<file path="src/design/rtc_pkg.sv">
package rtc_pkg;

  localparam int CharW      = 8;
  localparam int BaseW      = 6;
  localparam int DigitW     = 6;
  localparam int StackDepth = 32;
  localparam int StackAddrW = 5;
  localparam int QueueDepth = 4;
  localparam int QueueAddrW = 2;

  localparam logic [BaseW-1:0] BASE_MIN   = 6'd2;
  localparam logic [BaseW-1:0] BASE_MAX   = 6'd36;
  localparam logic [BaseW-1:0] BASE_RESET = 6'd10;

  localparam logic REG_SOURCE_BASE = 1'b0;
  localparam logic REG_TARGET_BASE = 1'b1;

  localparam logic [CharW-1:0] CHAR_ZERO    = 8'h30;
  localparam logic [CharW-1:0] CHAR_NINE    = 8'h39;
  localparam logic [CharW-1:0] CHAR_UPPER_A = 8'h41;
  localparam logic [CharW-1:0] CHAR_UPPER_Z = 8'h5A;
  localparam logic [CharW-1:0] CHAR_LOWER_A = 8'h61;
  localparam logic [CharW-1:0] CHAR_LOWER_Z = 8'h7A;

  typedef struct packed {
    logic              is_final;
    logic [DigitW-1:0] digit;
  } rtc_entry_t;

  function automatic logic [DigitW-1:0] char_value(input logic [CharW-1:0] c);
    logic [CharW-1:0] diff;
    diff = 8'd0;
    if (c >= CHAR_ZERO && c <= CHAR_NINE) begin
      diff = c - CHAR_ZERO;
      return diff[DigitW-1:0];
    end
    if (c >= CHAR_LOWER_A && c <= CHAR_LOWER_Z) begin
      diff = c - CHAR_LOWER_A + 8'd10;
      return diff[DigitW-1:0];
    end
    if (c >= CHAR_UPPER_A && c <= CHAR_UPPER_Z) begin
      diff = c - CHAR_UPPER_A + 8'd10;
      return diff[DigitW-1:0];
    end
    return '0;
  endfunction

  function automatic logic [CharW-1:0] value_char(input logic [DigitW-1:0] d);
    if (d <= 6'd9) begin
      return CHAR_ZERO + {2'b00, d};
    end
    return CHAR_UPPER_A + {2'b00, d} - 8'd10;
  endfunction

  function automatic logic [BaseW-1:0] clamp_base(input logic [BaseW-1:0] b);
    if (b < BASE_MIN) begin
      return BASE_MIN;
    end
    if (b > BASE_MAX) begin
      return BASE_MAX;
    end
    return b;
  endfunction

endpackage

</file>
<file path="src/design/rtc_front.sv">
module rtc_front (
  input  logic                      s_tvalid,
  output logic                      s_tready,
  input  logic [7:0]                s_tdata,
  input  logic                      s_tlast,
  input  logic                      queue_full,
  output logic                      push,
  output rtc_pkg::rtc_entry_t       push_data
);
  import rtc_pkg::*;

  // Characters are decoded to digit values on the way in, so the back end
  // only ever sees a digit and a final flag.
  assign s_tready           = !queue_full;
  assign push               = s_tvalid && !queue_full;
  assign push_data.digit    = char_value(s_tdata);
  assign push_data.is_final = s_tlast;

endmodule

</file>
<file path="src/design/rtc_fifo.sv">
module rtc_fifo (
  input  logic                clk,
  input  logic                rst,
  input  logic                push,
  input  rtc_pkg::rtc_entry_t push_data,
  output logic                full,
  input  logic                pop,
  output rtc_pkg::rtc_entry_t pop_data,
  output logic                empty
);
  import rtc_pkg::*;

  rtc_entry_t            slots [QueueDepth];
  logic [QueueAddrW-1:0] wr_ptr;
  logic [QueueAddrW-1:0] rd_ptr;
  logic [QueueAddrW:0]   count;

  assign full     = (count == (QueueAddrW+1)'(QueueDepth));
  assign empty    = (count == '0);
  assign pop_data = slots[rd_ptr];

  always_ff @(posedge clk) begin
    if (push) begin
      slots[wr_ptr] <= push_data;
    end
  end

  always_ff @(posedge clk) begin
    if (rst) begin
      wr_ptr <= '0;
      rd_ptr <= '0;
      count  <= '0;
    end else begin
      if (push) begin
        wr_ptr <= wr_ptr + 1'b1;
      end
      if (pop) begin
        rd_ptr <= rd_ptr + 1'b1;
      end
      if (push && !pop) begin
        count <= count + 1'b1;
      end else if (pop && !push) begin
        count <= count - 1'b1;
      end
    end
  end

endmodule

</file>
<file path="src/design/rtc_back.sv">
module rtc_back #(
  parameter int VALUE_BITS = 32
) (
  input  logic                clk,
  input  logic                rst,
  input  logic [5:0]          in_base,
  input  logic [5:0]          tgt_base,
  input  logic                queue_empty,
  input  rtc_pkg::rtc_entry_t entry,
  output logic                pop,
  output logic                m_tvalid,
  input  logic                m_tready,
  output logic [7:0]          m_tdata,
  output logic                m_tlast
);
  import rtc_pkg::*;

  localparam int CntW = $clog2(VALUE_BITS + 1);

  localparam logic [2:0] ST_IDLE = 3'd0;
  localparam logic [2:0] ST_DIV  = 3'd1;
  localparam logic [2:0] ST_PUSH = 3'd2;
  localparam logic [2:0] ST_READ = 3'd3;
  localparam logic [2:0] ST_LOAD = 3'd4;
  localparam logic [2:0] ST_WAIT = 3'd5;

  logic [2:0]            state;
  logic [VALUE_BITS-1:0] acc;
  logic [VALUE_BITS-1:0] acc_next;
  logic [VALUE_BITS-1:0] quot;
  logic [DigitW-1:0]     rem;
  logic [CntW-1:0]       bit_cnt;
  logic [StackAddrW:0]   n;
  logic [StackAddrW-1:0] idx;
  logic [DigitW-1:0]     stack [StackDepth];
  logic [DigitW-1:0]     rd_q;
  logic                  stack_we;
  logic [DigitW:0]       trial;
  logic                  ge;
  logic [DigitW:0]       trial_sub;

  assign acc_next  = acc * VALUE_BITS'(in_base) + VALUE_BITS'(entry.digit);
  assign pop       = (state == ST_IDLE) && !queue_empty;

  // One restoring step: shift the next dividend bit into the remainder.
  assign trial     = {rem, quot[VALUE_BITS-1]};
  assign ge        = (trial >= {1'b0, tgt_base});
  assign trial_sub = trial - {1'b0, tgt_base};

  // Digits beyond the stack depth are the most significant ones and are dropped.
  assign stack_we  = (state == ST_PUSH) && (n < (StackAddrW+1)'(StackDepth));

  always_ff @(posedge clk) begin
    if (stack_we) begin
      stack[n[StackAddrW-1:0]] <= rem;
    end
    if (state == ST_READ) begin
      rd_q <= stack[idx];
    end
  end

  always_ff @(posedge clk) begin
    if (rst) begin
      state    <= ST_IDLE;
      acc      <= '0;
      n        <= '0;
      m_tvalid <= 1'b0;
    end else begin
      unique case (state)
        ST_IDLE: begin
          if (!queue_empty) begin
            if (entry.is_final) begin
              quot    <= acc_next;
              acc     <= '0;
              rem     <= '0;
              bit_cnt <= '0;
              n       <= '0;
              state   <= ST_DIV;
            end else begin
              acc <= acc_next;
            end
          end
        end
        ST_DIV: begin
          rem     <= ge ? trial_sub[DigitW-1:0] : trial[DigitW-1:0];
          quot    <= {quot[VALUE_BITS-2:0], ge};
          bit_cnt <= bit_cnt + 1'b1;
          if (bit_cnt == CntW'(VALUE_BITS - 1)) begin
            state <= ST_PUSH;
          end
        end
        ST_PUSH: begin
          if (stack_we) begin
            n <= n + 1'b1;
          end
          if (quot == '0) begin
            idx   <= stack_we ? n[StackAddrW-1:0] : n[StackAddrW-1:0] - 1'b1;
            state <= ST_READ;
          end else begin
            rem     <= '0;
            bit_cnt <= '0;
            state   <= ST_DIV;
          end
        end
        ST_READ: begin
          state <= ST_LOAD;
        end
        ST_LOAD: begin
          m_tdata  <= value_char(rd_q);
          m_tlast  <= (idx == '0);
          m_tvalid <= 1'b1;
          state    <= ST_WAIT;
        end
        ST_WAIT: begin
          if (m_tready) begin
            m_tvalid <= 1'b0;
            if (idx == '0) begin
              state <= ST_IDLE;
            end else begin
              idx   <= idx - 1'b1;
              state <= ST_READ;
            end
          end
        end
        default: begin
          state <= ST_IDLE;
        end
      endcase
    end
  end

`ifndef NO_ASSERTIONS
  a_count_bound: assert property (@(posedge clk) disable iff (rst)
    n <= (StackAddrW+1)'(StackDepth))
    else $error("digit count exceeds stack depth");

  a_rem_below_base: assert property (@(posedge clk) disable iff (rst)
    (state == ST_DIV || state == ST_PUSH) |-> (rem < tgt_base))
    else $error("remainder not below target base");

  a_valid_in_wait: assert property (@(posedge clk) disable iff (rst)
    m_tvalid |-> (state == ST_WAIT))
    else $error("output word valid outside wait state");

  a_last_at_bottom: assert property (@(posedge clk) disable iff (rst)
    (m_tvalid && m_tlast) |-> (idx == '0))
    else $error("last word not at bottom of stack");
`endif

endmodule

</file>
<file path="src/design/radix_text_converter.sv">
// Each character word is accumulated in the back end once it leaves the input queue.
// A final word then runs the bit-serial divider once per target digit,
// then sends each digit out via the digit stack (read, load, wait), with output stalls.
// The input side keeps taking words into a 4-deep queue while the back end works.
// Synchronous active-high reset sets both bases to 10 and clears the accumulator.
module radix_text_converter #(
  parameter int VALUE_BITS = 32
) (
  input  logic       clk,
  input  logic       rst,
  input  logic       s_tvalid,
  output logic       s_tready,
  input  logic [7:0] s_tdata,   // [7:0] digit_char
  input  logic       s_tlast,   // is_final
  output logic       m_tvalid,
  input  logic       m_tready,
  output logic [7:0] m_tdata,   // [7:0] out_char
  output logic       m_tlast,   // out_last
  input  logic       cfg_we,
  input  logic       cfg_index,
  input  logic [5:0] cfg_data
);
  import rtc_pkg::*;

  logic [BaseW-1:0] source_base;
  logic [BaseW-1:0] target_base;
  logic             push;
  rtc_entry_t       push_data;
  logic             queue_full;
  logic             queue_empty;
  logic             pop;
  rtc_entry_t       pop_data;

  always_ff @(posedge clk) begin
    if (rst) begin
      source_base <= BASE_RESET;
      target_base <= BASE_RESET;
    end else if (cfg_we) begin
      unique case (cfg_index)
        REG_SOURCE_BASE: source_base <= cfg_data;
        REG_TARGET_BASE: target_base <= cfg_data;
        default: ;
      endcase
    end
  end

  rtc_front u_front (
    .s_tvalid   (s_tvalid),
    .s_tready   (s_tready),
    .s_tdata    (s_tdata),
    .s_tlast    (s_tlast),
    .queue_full (queue_full),
    .push       (push),
    .push_data  (push_data)
  );

  rtc_fifo u_fifo (
    .clk       (clk),
    .rst       (rst),
    .push      (push),
    .push_data (push_data),
    .full      (queue_full),
    .pop       (pop),
    .pop_data  (pop_data),
    .empty     (queue_empty)
  );

  rtc_back #(
    .VALUE_BITS (VALUE_BITS)
  ) u_back (
    .clk         (clk),
    .rst         (rst),
    .in_base     (clamp_base(source_base)),
    .tgt_base    (clamp_base(target_base)),
    .queue_empty (queue_empty),
    .entry       (pop_data),
    .pop         (pop),
    .m_tvalid    (m_tvalid),
    .m_tready    (m_tready),
    .m_tdata     (m_tdata),
    .m_tlast     (m_tlast)
  );

endmodule

</file>
<file path="config.mk">
export PLATFORM = sky130hd
export DESIGN_NAME = radix_text_converter
export DESIGN_NICKNAME = d
export VERILOG_FILES = /design/src/design/rtc_pkg.sv /design/src/design/rtc_front.sv /design/src/design/rtc_fifo.sv /design/src/design/rtc_back.sv /design/src/design/radix_text_converter.sv
export SDC_FILE = /design/constraint.sdc
export NUM_CORES = 1
export LEC_CHECK = 0
export ABC_AREA = 1
export BUFFER_PORTS_ARGS = -buffer_cell sky130_fd_sc_hd__buf_2
export CORE_MARGIN = 2
export CORE_UTILIZATION = 54
export DETAILED_ROUTE_END_ITERATION = 10
export PLACE_DENSITY = 0.71
export SETUP_SLACK_MARGIN = 0.05
export SLEW_MARGIN = 20
export SYNTH_ARGS = -nofsm -noshare
export SYNTH_HDL_FRONTEND = slang
export SYNTH_HIERARCHICAL = 1
export SYNTH_SLANG_ARGS = --single-unit
</file>
<file path="constraint.sdc">
create_clock -name clk -period 5.2 [get_ports clk]
set_input_delay 0.78 -clock clk [delete_from_list [all_inputs] [get_ports clk]]
set_output_delay 0.78 -clock clk [all_outputs]
set_load 0.01 [all_outputs]
</file>
Word-level counts from Yosys, hierarchy flattened
Memory sizes are Yosys's and may differ from the RTL's. A register that Yosys moved wholly into a read port is not among the register bits.
Index checks and enable logic that the tools add are counted.

cells by class
  reductions and logical operators = 32
  div/mod/pow operators = 0
  equal/unequal tests = 15
  add/sub/neg operators = 18
  bitwise operators = 3
  shifts and indexed selects = 0
  order comparisons = 13
  multiplexer cells = 65
  multipliers = 1

operator list
  operator               count
  $mux W6                19
  $mux W32               3
  $pmux W32 S2           1
  $pmux W6 S3            2
  $add A32 B6 Y32        1
  $logic_not A32 Y1      1
  $mul A32 B6 Y32        1
  $mux W1                20
  $mux W5                4
  $mux W3                6
  $pmux W3 S6            1
  $ge A8 B7 Y1 const B   2
  $le A8 B7 Y1 const B   2
  $mux W8                2
  $add A6 B1 Y6 const B  2
  $add A6 B4 Y6 const B  2
  $gt A6 B6 Y1 const B   2
  $lt A6 B2 Y1 const B   2
  $ne A2 B2 Y1 const B   6
  $pmux W6 S2            1
  $reduce_and A4 Y1      3
  $sub A6 B6 Y6 const B  2
  $pmux W5 S2            1
  $reduce_and A2 Y1      5
  other kinds (29)       56

storage, ports and cells
  RAM bits = 220
  output and inout port bits = 11
  bits in registers = 119
  input bits = 21
  ROM bits = 0
  logic and storage cells = 164
  latch bits = 0
  memories kept = 2

memories
  memory        depth  bits a word  read ports  clocked after memory_dff  wr ports  line            RTL
  u_back.stack  32     6            1           1                         1         rtc_back.sv:35  logic [DigitW-1:0] stack [StackDepth];
  u_fifo.slots  4      7            1           1                         1         rtc_fifo.sv:13  rtc_entry_t slots [QueueDepth];

Longest topological paths before layout
Gate-level depths: netlist (run 1).

  depth after elaboration = 10
  gate-level depth with buffers = 28
  depth with buffers taken out = 27

By module
Netlist (run 1), hierarchy kept.

by module, submodules not included
  module                cells each  instances  area an instance (um^2)  sequential area each (um^2)
  rtc_back              2157        1          19052.0                  8498.2
  rtc_fifo              125         1          1490.2                   1021.0
  radix_text_converter  90          1          581.8                    240.2
  rtc_front             96          1          523.0                    0.0

Worst setup path before layout (run 1)
Ideal clock, no wire load.

  path type = reg2reg
  start = register source_base[5]
  end = register u_back.quot[14], data pin
  arrival time = 4641 ps
  period minus slack after synthesis = 4906 ps
  stages on the path, launching flop included = 26
  path buffers = 2
  slack = 294 ps
  setup time = 265 ps
  required time = 4935 ps
  cells stage by stage = dfxtp_1 inv_1 nor2_1 nand2_1 o211ai_1 inv_1 clkbuf_1 clkbuf_1 nand2_1 fa_1 fa_1 inv_1 fa_1 inv_1 fa_1 inv_1 ha_1 nand2_1 inv_1 a21oi_1 nand2_1 nand2_1 nand2_1 or2_1 nand3_1 o21ai_0

between the ends
  word-level cells in the longest chain between the ends = 10
  elaborated cells on any way between the ends = 13
  those cells by class = 1 x add/sub; 1 x mul; 2 x order compare; 9 x mux

ends and longest elaborated chain
  what                    line                        RTL
  from (decl)             radix_text_converter.sv:25  logic [BaseW-1:0] source_base;
  from (signal assigned)  radix_text_converter.sv:40  REG_SOURCE_BASE: source_base <= cfg_data;
  $gt A6 B6 Y1            rtc_pkg.sv:59               if (b > BASE_MAX) begin
  $mux W1 (2 in series)   rtc_pkg.sv:59
  $mux W6                 rtc_pkg.sv:62               return b;
  $mux W6 (*)             rtc_pkg.sv:59
  $mul A32 B6 Y32 (*)     rtc_back.sv:42              assign acc_next = acc * VALUE_BITS'(in_base) + VALUE_BITS'(entry.digit);
  $add A32 B6 Y32 (*)     rtc_back.sv:42
  $mux W32 (*)            rtc_back.sv:72              if (entry.is_final) begin
  $mux W32 (*)            rtc_back.sv:71              if (!queue_empty) begin
  $pmux W32 S2 (*)        rtc_back.sv:69              unique case (state)
  to (signal assigned)    rtc_back.sv:73              quot <= acc_next;
  to (signal assigned)    rtc_back.sv:86              quot <= {quot[VALUE_BITS-2:0], ge};
  to (decl)               rtc_back.sv:30              logic [VALUE_BITS-1:0] quot;

Mark *: on every way between the ends. The rest lies on a longest branch, timed or not. The select of a mux whose other input is x is not followed.
A chain may end at the register's enable or synchronous reset.

Final worst setup path (run 1)
  start = register source_base[4]
  end = register u_back.quot[23], data pin

Same word-level chain as after synthesis.

==> flow_summary.ini, run 1 <==
[pwr]
p_leak_nw = 11.27
p_sw_mw = 3.037
powerDensity_nw_per_um2 = 371.5
comb_power_share_pct = 28.4
ir_drop_mv = 0.3186
clkPwrFrac_pct = 29.6
p_int_mw = 5.758
seqPwrFrac_pct = 42.0
swShare_pct = 34.53

[die]
die_area_um2 = 41700
die_w_um = 204.2
start_util_pct = 54.61
core_um2 = 39640
rows = 73
num_io_pins = 32
die_h_um = 204.2

[sta]
period_minus_slack_ns = 4.924
slew_violations = 0
rsz0062_at_grt = true
tightest_slew_ns = 0.9757
hold_viol_final = 0
setup_violations = 0
max_slew_margin_pct = 34.96
finalCritPeriodShare_pct = 94.70
fmax_mhz = 203.1
fin_setup_tns_ns = 0
finalWorstSetupSlack_ns = 0.2755
fin_worst_skew_ns = 0.01722

[placement]
dp_hpwl_um = 36380
post-place-ws_ns = 0.2115
place.gp.congestion = 0.9755
port_buffers = 30
dp_cells = 2958

[clock_tree]
cts_max_path_buffers = 3
clk_pin_slew_ns = 0.06
cts_hold_buf = 0
clock_sinks = 346
clockRootBuffer = clkbuf_16
cts_buffers = 37
cts_tree = built
clk_latency_ns = 0.56
htreeDepth = 2

[global_route]
overflow = 0
grt_usage_pct = 25.46
antenna_found_initial = 0
grt_max_degree = 100
grt_pass1_vias = 16733
grt_pass1_wl_um = 84320

[logic_synthesis]
syn_area_um2 = 21650
synthTopCellsByArea = edfxtp_1, fa_1, nand2_1
syn_inst = 2468
ys_types = 48
ys.flop_type = edfxtp_1
yosys_warnings = 6
syn_avg_cell_area_um2 = 8.771
syn_nets = 2697
synth-edff-count = 283
yosysMostFrequentCell = nand2_1
ys_ff_latch = 346
yosysSeqAreaShare_pct = 45.08
yosys.area.top_type_share_pct = 39.26
synth_area_leader_cell = edfxtp_1
synth_top_cells_by_count = nand2_1, inv_1, edfxtp_1
synth-async-reset-ratio_pct = 0

[worst_hold_path]
hold_path.class = reg -> reg

[drt]
wire_per_inst_um = 17.16
wirelength_um = 51970
ant_nets = 0
num_vias = 16726
avgViaCountPerCell = 5.524
drc_errors = 0
drt-pass1-iter-count = 5
drtIter0Drc = 1509

[worst_setup_path]
worstSetupPathType = reg -> reg
critical_path.max_fanout = 15
cp_data_required_time_ns = 5.47
cp.arrival_ns = 5.20
critPathLaunchType = flop
end_kind = flop

[run]
cap_violations = 0

[status]
outcome = finished, final reports clean

[layout]
nets = 2704
n_antenna_cell = 0
area_growth_syn_to_layout_pct = 9.364
layout-drive-gt1-share_pct = 8.270
stdcell_count = 3028
worst max-delay path, cell delays in order, from the launching register on:
cell	delay [ns]
dfxtp_1	0.33
nor2_2	0.15
nand2_1	0.12
nand2_1	0.10
nand2_1	0.08
nor2_4	0.20
buf_12	0.14
clkbuf_16	0.17
nand2_1	0.06
inv_1	0.08
fa_1	0.42
fa_1	0.47
fa_1	0.52
ha_1	0.33
ha_1	0.35
nand2_1	0.12
nor2_2	0.21
nand2_1	0.12
inv_1	0.09
nand3_1	0.13
nand3_1	0.15
nand2_1	0.10
nand3_1	0.09
o21ai_1	0.09
cells by family after synthesis:
| family | after synthesis | share of synthesized area [%] |
|---|---|---|
| other cells | 1 | 0.01732 |
| xor+xnor | 26 | 1.052 |
| compound gates | 369 | 9.254 |
| buf+inv | 489 | 8.936 |
| flops | 346 | 45.08 |
| fa+ha+maj | 208 | 15.98 |
| simple gates | 1029 | 19.68 |
what timing repair did:
item,CTS,global route
endpoints found under the setup margin,0,31
resized for setup,0,41
buffers inserted,0,2
registers in the layout, indices dropped and copies added (netlist names), 7 cells and up, named ones only:
register,flops
u_back/quot,32
u_back/stack,192
u_fifo/slots,28
u_back/acc,32
u_back/m_tdata,7
worst paths after layout:
kind | startpoint | end | slack (ns) | cells past startpoint
max | source_base[4] | u_back/quot[23] | 0.28 | 23
min | u_fifo/rd_ptr[1] | flop | 0.44 | 1
max reg2reg | source_base[4] | u_back/quot[23] | 0.28 | 23
min reg2reg | u_fifo/rd_ptr[1] | flop | 0.44 | 1
through the flow:
step	instance area, um^2	utilization, %	power [mW]	hold slack [ns]
2_1_floorplan	21650	-	5.458	0.4115
3_3_place_gp	22220	56.05	6.077	0.4280
3_5_place_dp	22230	56.09	6.160	0.4388
4_1_cts	23450	59.14	8.774	0.4257
5_1_grt	23670	59.72	9.303	0.4348
6_report	23670	59.72	8.794	0.4433
layout by cell type (no fill, tap or decap), drive strengths merged:
cell type,synthesis,layout
xnor2,4,4
dfxtp,63,63
a2111oi,1,1
fa,114,114
or2,3,3
clkinvlp,0,1
o22ai,62,62
nor3b,4,4
nor4,1,1
bufinv,0,2
and2,3,3
clkinv,4,20
nand2,598,598
nand3b,7,7
edfxtp,283,283
ha,94,94
a21boi,1,1
a31oi,2,2
nand3,113,113
a311oi,1,1
conb,1,1
o21ai,193,193
nand4,17,17
o21bai,5,5
nor2,269,269
clkbuf,50,49
a21o,1,1
nor3,14,14
a21oi,93,93
inv,398,398
o211ai,7,7
xor2,22,22
a211oi,3,3
buf,37,54
cell type report:
type                       count  area [um^2]
inverter                     402         1513
multi-input combinational   1633        10130
sequential                   346         9761
clock inverter                19        195.2
fill                        3430        15970
tap                          525        656.9
timing repair buffer          55        399.1
clock buffer                  48         1017
power by group through the flow:
stage | sequential (mW) | clock (mW) | combinational [mW]
final | 3.69 | 2.60 | 2.50
after global routing | 3.72 | 2.75 | 2.83
after CTS | 3.69 | 2.65 | 2.43
after detailed placement | 3.75 | 0 | 2.41
after global placement | 3.75 | 0 | 2.33
after floorplan | 3.75 | 0 | 1.71
metal layers:
| layer | track usage, % | up-vias | routed length [um] |
|---|---|---|---|
| met4 | 8.980 | 0 | 1440 |
| met2 | 41.74 | 555 | 24400 |
| li1 | - | 8004 | - |
| met1 | 34.35 | 8066 | 22720 |
| met3 | 4.209 | 101 | 3412 |
| met5 | 0 | - | 0 |
Power figures use the tool's default switching activity.
==> run 2, diff against run 1 <==
--- a/config.mk
+++ b/config.mk
@@ -10,7 +10,8 @@
 export CORE_MARGIN = 2
 export CORE_UTILIZATION = 54
 export DETAILED_ROUTE_END_ITERATION = 10
-export PLACE_DENSITY = 0.71
+export HOLD_SLACK_MARGIN = 0.15
+export PLACE_DENSITY = 0.68
 export SETUP_SLACK_MARGIN = 0.05
 export SLEW_MARGIN = 20
 export SYNTH_ARGS = -nofsm -noshare
==> constraint.sdc (replaced) <==
create_clock -name clk -period 5.7 [get_ports clk]
set_input_delay 0.855 -clock clk [delete_from_list [all_inputs] [get_ports clk]]
set_output_delay 0.855 -clock clk [all_outputs]
set_load 0.01 [all_outputs]
==> flow_summary.ini, run 2 (synthesis gave the netlist of run 1 again) <==
[status]
outcome = finished, final reports clean

[sta]
max_slew_margin_pct = 24.83
finalCritPeriodShare_pct = 91.16
rsz0062_at_grt = false
fin_setup_tns_ns = 0
fmax_mhz = 192.4
period_minus_slack_ns = 5.196
fin_worst_skew_ns = 0.01720
tightest_slew_ns = 1.123
setup_violations = 0
slew_violations = 0
hold_viol_final = 0

[drt]
drc_errors = 0
wire_per_inst_um = 17.34
topRoutingLayerUsed = met4
wirelength_um = 52470
avgViaCountPerCell = 5.453
drt-pass1-iter-count = 5
drtIter0Drc = 1361
wl_met1_um = 22440
wl_met3_um = 3130
num_vias = 16500
dr_wl_met2_um = 25700
ant_nets = 0

[layout]
layout_commonest_cell = nand2_1
final_cell_mix = nand2_1, inv_1, edfxtp_1
fillers = 3488
layout-drive-gt1-share_pct = 6.557
largest_reg_flops = 192
area_growth_syn_to_layout_pct = 8.364
n_antenna_cell = 0
final_area_um2 = 23460
stdcell_count = 3026
final_util_pct = 59.18
nets = 2702

[die]
core_um2 = 39640
start_util_pct = 54.61
rows = 73
num_io_pins = 32
die_h_um = 204.2
die_area_um2 = 41700
die_w_um = 204.2

[placement]
port_buffers = 30
place_area_um2 = 22220
dp_cells = 2958
place.gp.congestion = 0.9252
dp_hpwl_um = 37140

[clock_tree]
cts_buffers = 37
clk_pin_slew_ns = 0.06
htreeDepth = 2
clockRootBuffer = clkbuf_16
cts_tree = built
clk_latency_ns = 0.54
cts_resized = 0
cts_max_path_buffers = 3
cts_hold_buf = 0
post-cts-setup-buffer-count = 0
clock_sinks = 346

[worst_setup_path]
worstSetupPathType = reg -> reg
cp_common_cell = nand2_1
cp-startpoint = source_base[5]
reg2reg_slack_ns = 0.50
critPathLaunchType = flop
crit-reg2reg-launch = source_base[5]
cp.arrival_ns = 5.46
end_kind = flop
crit_path_end = u_back/quot[24]
cp_data_required_time_ns = 5.96
cp_cell_sequence = inv_1 -> nor2_1 -> nand2_1 -> o211ai_1 -> inv_1 -> buf_4 -> nand2_1 -> inv_1 -> fa_1 -> fa_1 -> fa_1 -> ha_1 -> ha_1 -> nand2_1 -> nor2_1 -> nor3b_2 -> nand3_1 -> nand3_1 -> nand2_1 -> nand3_1 -> o21ai_1
critical_path.max_fanout = 29
crit_path_max_incr_delay_ns = 0.52
slowest_stage = fa_1
r2r-end = u_back/quot[24]
reg2reg_depth = 21

[pwr]
ir_drop_mv = 0.2906
p_sw_mw = 2.781
p_leak_nw = 11.23
powerDensity_nw_per_um2 = 344.8
seqPwrFrac_pct = 41.5
comb_power_share_pct = 28.7
p_int_mw = 5.306
swShare_pct = 34.39
total_power_mw = 8.087
clkPwrFrac_pct = 29.8

[global_route]
grt_pass1_vias = 16476
grt_max_degree = 98
grt_pass1_wl_um = 86300
grt_usage_pct = 26.05
overflow = 0
antenna_found_initial = 0

[run]
cap_violations = 0

[worst_hold_path]
hold_path_depth = 1
hold_path.class = reg -> reg
-- run 2: area by class of cell --
cell class | instances | area, um^2 | area share [%]
inverter | 402 | 1511 | 6.443
timing repair buffer | 53 | 342.8 | 1.461
clock buffer | 50 | 1006 | 4.288
multi-input combinational | 1633 | 9977 | 42.53
sequential | 346 | 9759 | 41.60
clock inverter | 17 | 203.9 | 0.8694
tap | 525 | 656.9 | 2.800
-- run 2: how the worst min path moves through the flow --
stage / from / endpoint
2_1_floorplan: u_fifo/rd_ptr[1] / flop
3_3_place_gp: u_fifo/rd_ptr[1] / u_fifo/rd_ptr[1]
3_5_place_dp: u_fifo/rd_ptr[1] / u_fifo/rd_ptr[1]
4_1_cts: u_fifo/rd_ptr[1] / flop
5_1_grt: u_fifo/rd_ptr[1] / flop
6_report: u_fifo/rd_ptr[1] / flop
-- run 2: per-layer routing --
metal	up-vias	GRT usage (%)
met5	-	0
met4	0	6.366
met3	91	2.886
met2	543	45.46
met1	7876	34.87
li1	7990	-
-- run 2: per-stage QoR --
step	worst slack [ns]	hold slack [ns]
4_1_cts	0.5570	0.4392
3_5_place_dp	0.5334	0.4331
3_3_place_gp	0.6867	0.4248
6_report	0.5036	0.4395
5_1_grt	0.2342	0.4802
2_1_floorplan	0.7941	0.4115
-- run 2: critical path, delay by kind of cell, from the launching register on --
family / cells / cell delay, ns
AOI/OAI and AO/OA: 2 / 0.20
and+or+nand+nor: 10 / 1.44
buffers and inverters: 4 / 0.55
DFF: 1 / 0.48
adders and majority gates: 5 / 2.21
-- run 2: power by group through the flow --
| stage | clock, mW | sequential, mW | combinational (mW) |
|---|---|---|---|
| 2_1_floorplan | 0 | 3.42 | 1.56 |
| 3_3_place_gp | 0 | 3.40 | 2.20 |
| 3_5_place_dp | 0 | 3.41 | 2.27 |
| 4_1_cts | 2.45 | 3.36 | 2.29 |
| 5_1_grt | 2.56 | 3.39 | 2.60 |
| 6_report | 2.41 | 3.36 | 2.32 |
==> run 3, diff against run 2 <==
==> constraint.sdc (replaced) <==
create_clock -name clk -period 6 [get_ports clk]
set_input_delay 0.9 -clock clk [delete_from_list [all_inputs] [get_ports clk]]
set_output_delay 0.9 -clock clk [all_outputs]
set_load 0.01 [all_outputs]
==> flow_summary.ini, run 3 (synthesis gave the netlist of run 1 again) <==
[status]
outcome = finished, final reports clean

[global_route]
grt_pass1_wl_um = 84500
antenna_found_initial = 0
grt_usage_pct = 25.49
grt_max_degree = 66
grt_pass1_vias = 16358
overflow = 0

[worst_setup_path]
critical_path.max_fanout = 20
cp_data_required_time_ns = 6.28
cp.arrival_ns = 5.84
end_kind = flop
worstSetupPathType = reg -> reg
critPathLaunchType = flop

[pwr]
p_leak_nw = 11.26
p_int_mw = 5.046
ir_drop_mv = 0.2931
powerDensity_nw_per_um2 = 325.3
clkPwrFrac_pct = 30.6
p_sw_mw = 2.603
swShare_pct = 34.03
comb_power_share_pct = 27.7
total_power_mw = 7.649
seqPwrFrac_pct = 41.6

[clock_tree]
clk_latency_ns = 0.55
clockRootBuffer = clkbuf_16
clock_sinks = 346
cts_resized = 0
post-cts-setup-buffer-count = 0
htreeDepth = 2
cts_buffers = 38
clk_pin_slew_ns = 0.06
cts_hold_buf = 0
cts_tree = built
cts_max_path_buffers = 3

[layout]
fillers = 3478
largest_reg_flops = 192
nets = 2707
area_growth_syn_to_layout_pct = 8.618
multi_input_area_um2 = 9977
layout_commonest_cell = nand2_1
regArea_um2 = 9759
stdcell_count = 3032
n_antenna_cell = 0
final_util_pct = 59.31
final_cell_mix = nand2_1, inv_1, edfxtp_1
layout-drive-gt1-share_pct = 6.941

[sta]
setup_violations = 0
fin_setup_tns_ns = 0
hold_ws_ns = 0.4407
tightest_slew_ns = 1.072
max_slew_margin_pct = 28.26
fmax_mhz = 179.6
slew_violations = 0
finalCritPeriodShare_pct = 92.81
period_minus_slack_ns = 5.569
rsz0062_at_grt = false
fin_worst_skew_ns = 0.01918
hold_viol_final = 0

[die]
start_util_pct = 54.61
die_w_um = 204.2
die_area_um2 = 41700
core_um2 = 39640
die_h_um = 204.2
num_io_pins = 32
rows = 73

[run]
cap_violations = 0

[drt]
wire_per_inst_um = 16.98
wirelength_um = 51480
avgViaCountPerCell = 5.439
num_vias = 16492
drtIter0Drc = 1218
ant_nets = 0
drc_errors = 0
drt-pass1-iter-count = 5

[placement]
place.gp.congestion = 0.9769
dp_cells = 2963
port_buffers = 30
dp_hpwl_um = 36720

[worst_hold_path]
hold_path.class = reg -> reg
-- run 3: layout make-up --
cell class,count,area share (%)
clock inverter,24,1.048
sequential,346,41.51
tap,525,2.794
clock buffer,45,4.289
timing repair buffer,57,1.501
inverter,402,6.428
multi-input combinational,1633,42.43
-- run 3: stage by stage --
| stage | worst slack [ns] | area (um^2) |
|---|---|---|
| finish | 0.4315 | 23510 |
| global route | 0.06141 | 23510 |
| CTS | 0.4788 | 23510 |
| detailed placement | 0.4993 | 22260 |
| global placement | 0.4566 | 22260 |
| floorplan | 1.094 | 21650 |
-- run 3: critical path: stages (launching register included) --
cell and delay, ns:
dfxtp_1 0.33, nor2_1 0.17, nand2_1 0.13, nand2_1 0.10, nand2_1 0.07, nor2_2 0.72, buf_4 0.28, nand2_1 0.06
inv_1 0.08, fa_1 0.42, fa_1 0.49, fa_1 0.51, ha_1 0.32, ha_1 0.38, nand2_1 0.15, nor2_1 0.28
nand2_1 0.18, inv_1 0.11, nand3_1 0.15, nand3_1 0.13, nand2_1 0.07, nand3_1 0.11, o21ai_1 0.08
-- run 3: layer usage --
metal | up-vias | GRT usage [%] | wire (um)
met5 | - | 0 | 0
met3 | 100 | 3.029 | 2775
met2 | 492 | 43.15 | 24720
li1 | 8009 | - | -
met4 | 0 | 7.635 | 1389
met1 | 7891 | 34.59 | 22590
-- run 3: final timing paths --
check / end / startpoint / slack (ns) / cells after the start
max reg2reg: u_back/quot[23] / source_base[4] / 0.43 / 22
min: u_fifo/rd_ptr[1] / u_fifo/rd_ptr[1] / 0.44 / 1
min reg2reg: u_fifo/rd_ptr[1] / u_fifo/rd_ptr[1] / 0.44 / 1
max: u_back/quot[23] / source_base[4] / 0.43 / 22
-- run 3: power groups by stage --
stage	Sequential [mW]	Clock, mW	Combinational (mW)
after floorplan	3.25	0	1.48
after global placement	3.22	0	2.05
after detailed placement	3.23	0	2.09
after CTS	3.18	2.39	2.11
after global routing	3.21	2.48	2.41
final	3.19	2.34	2.12
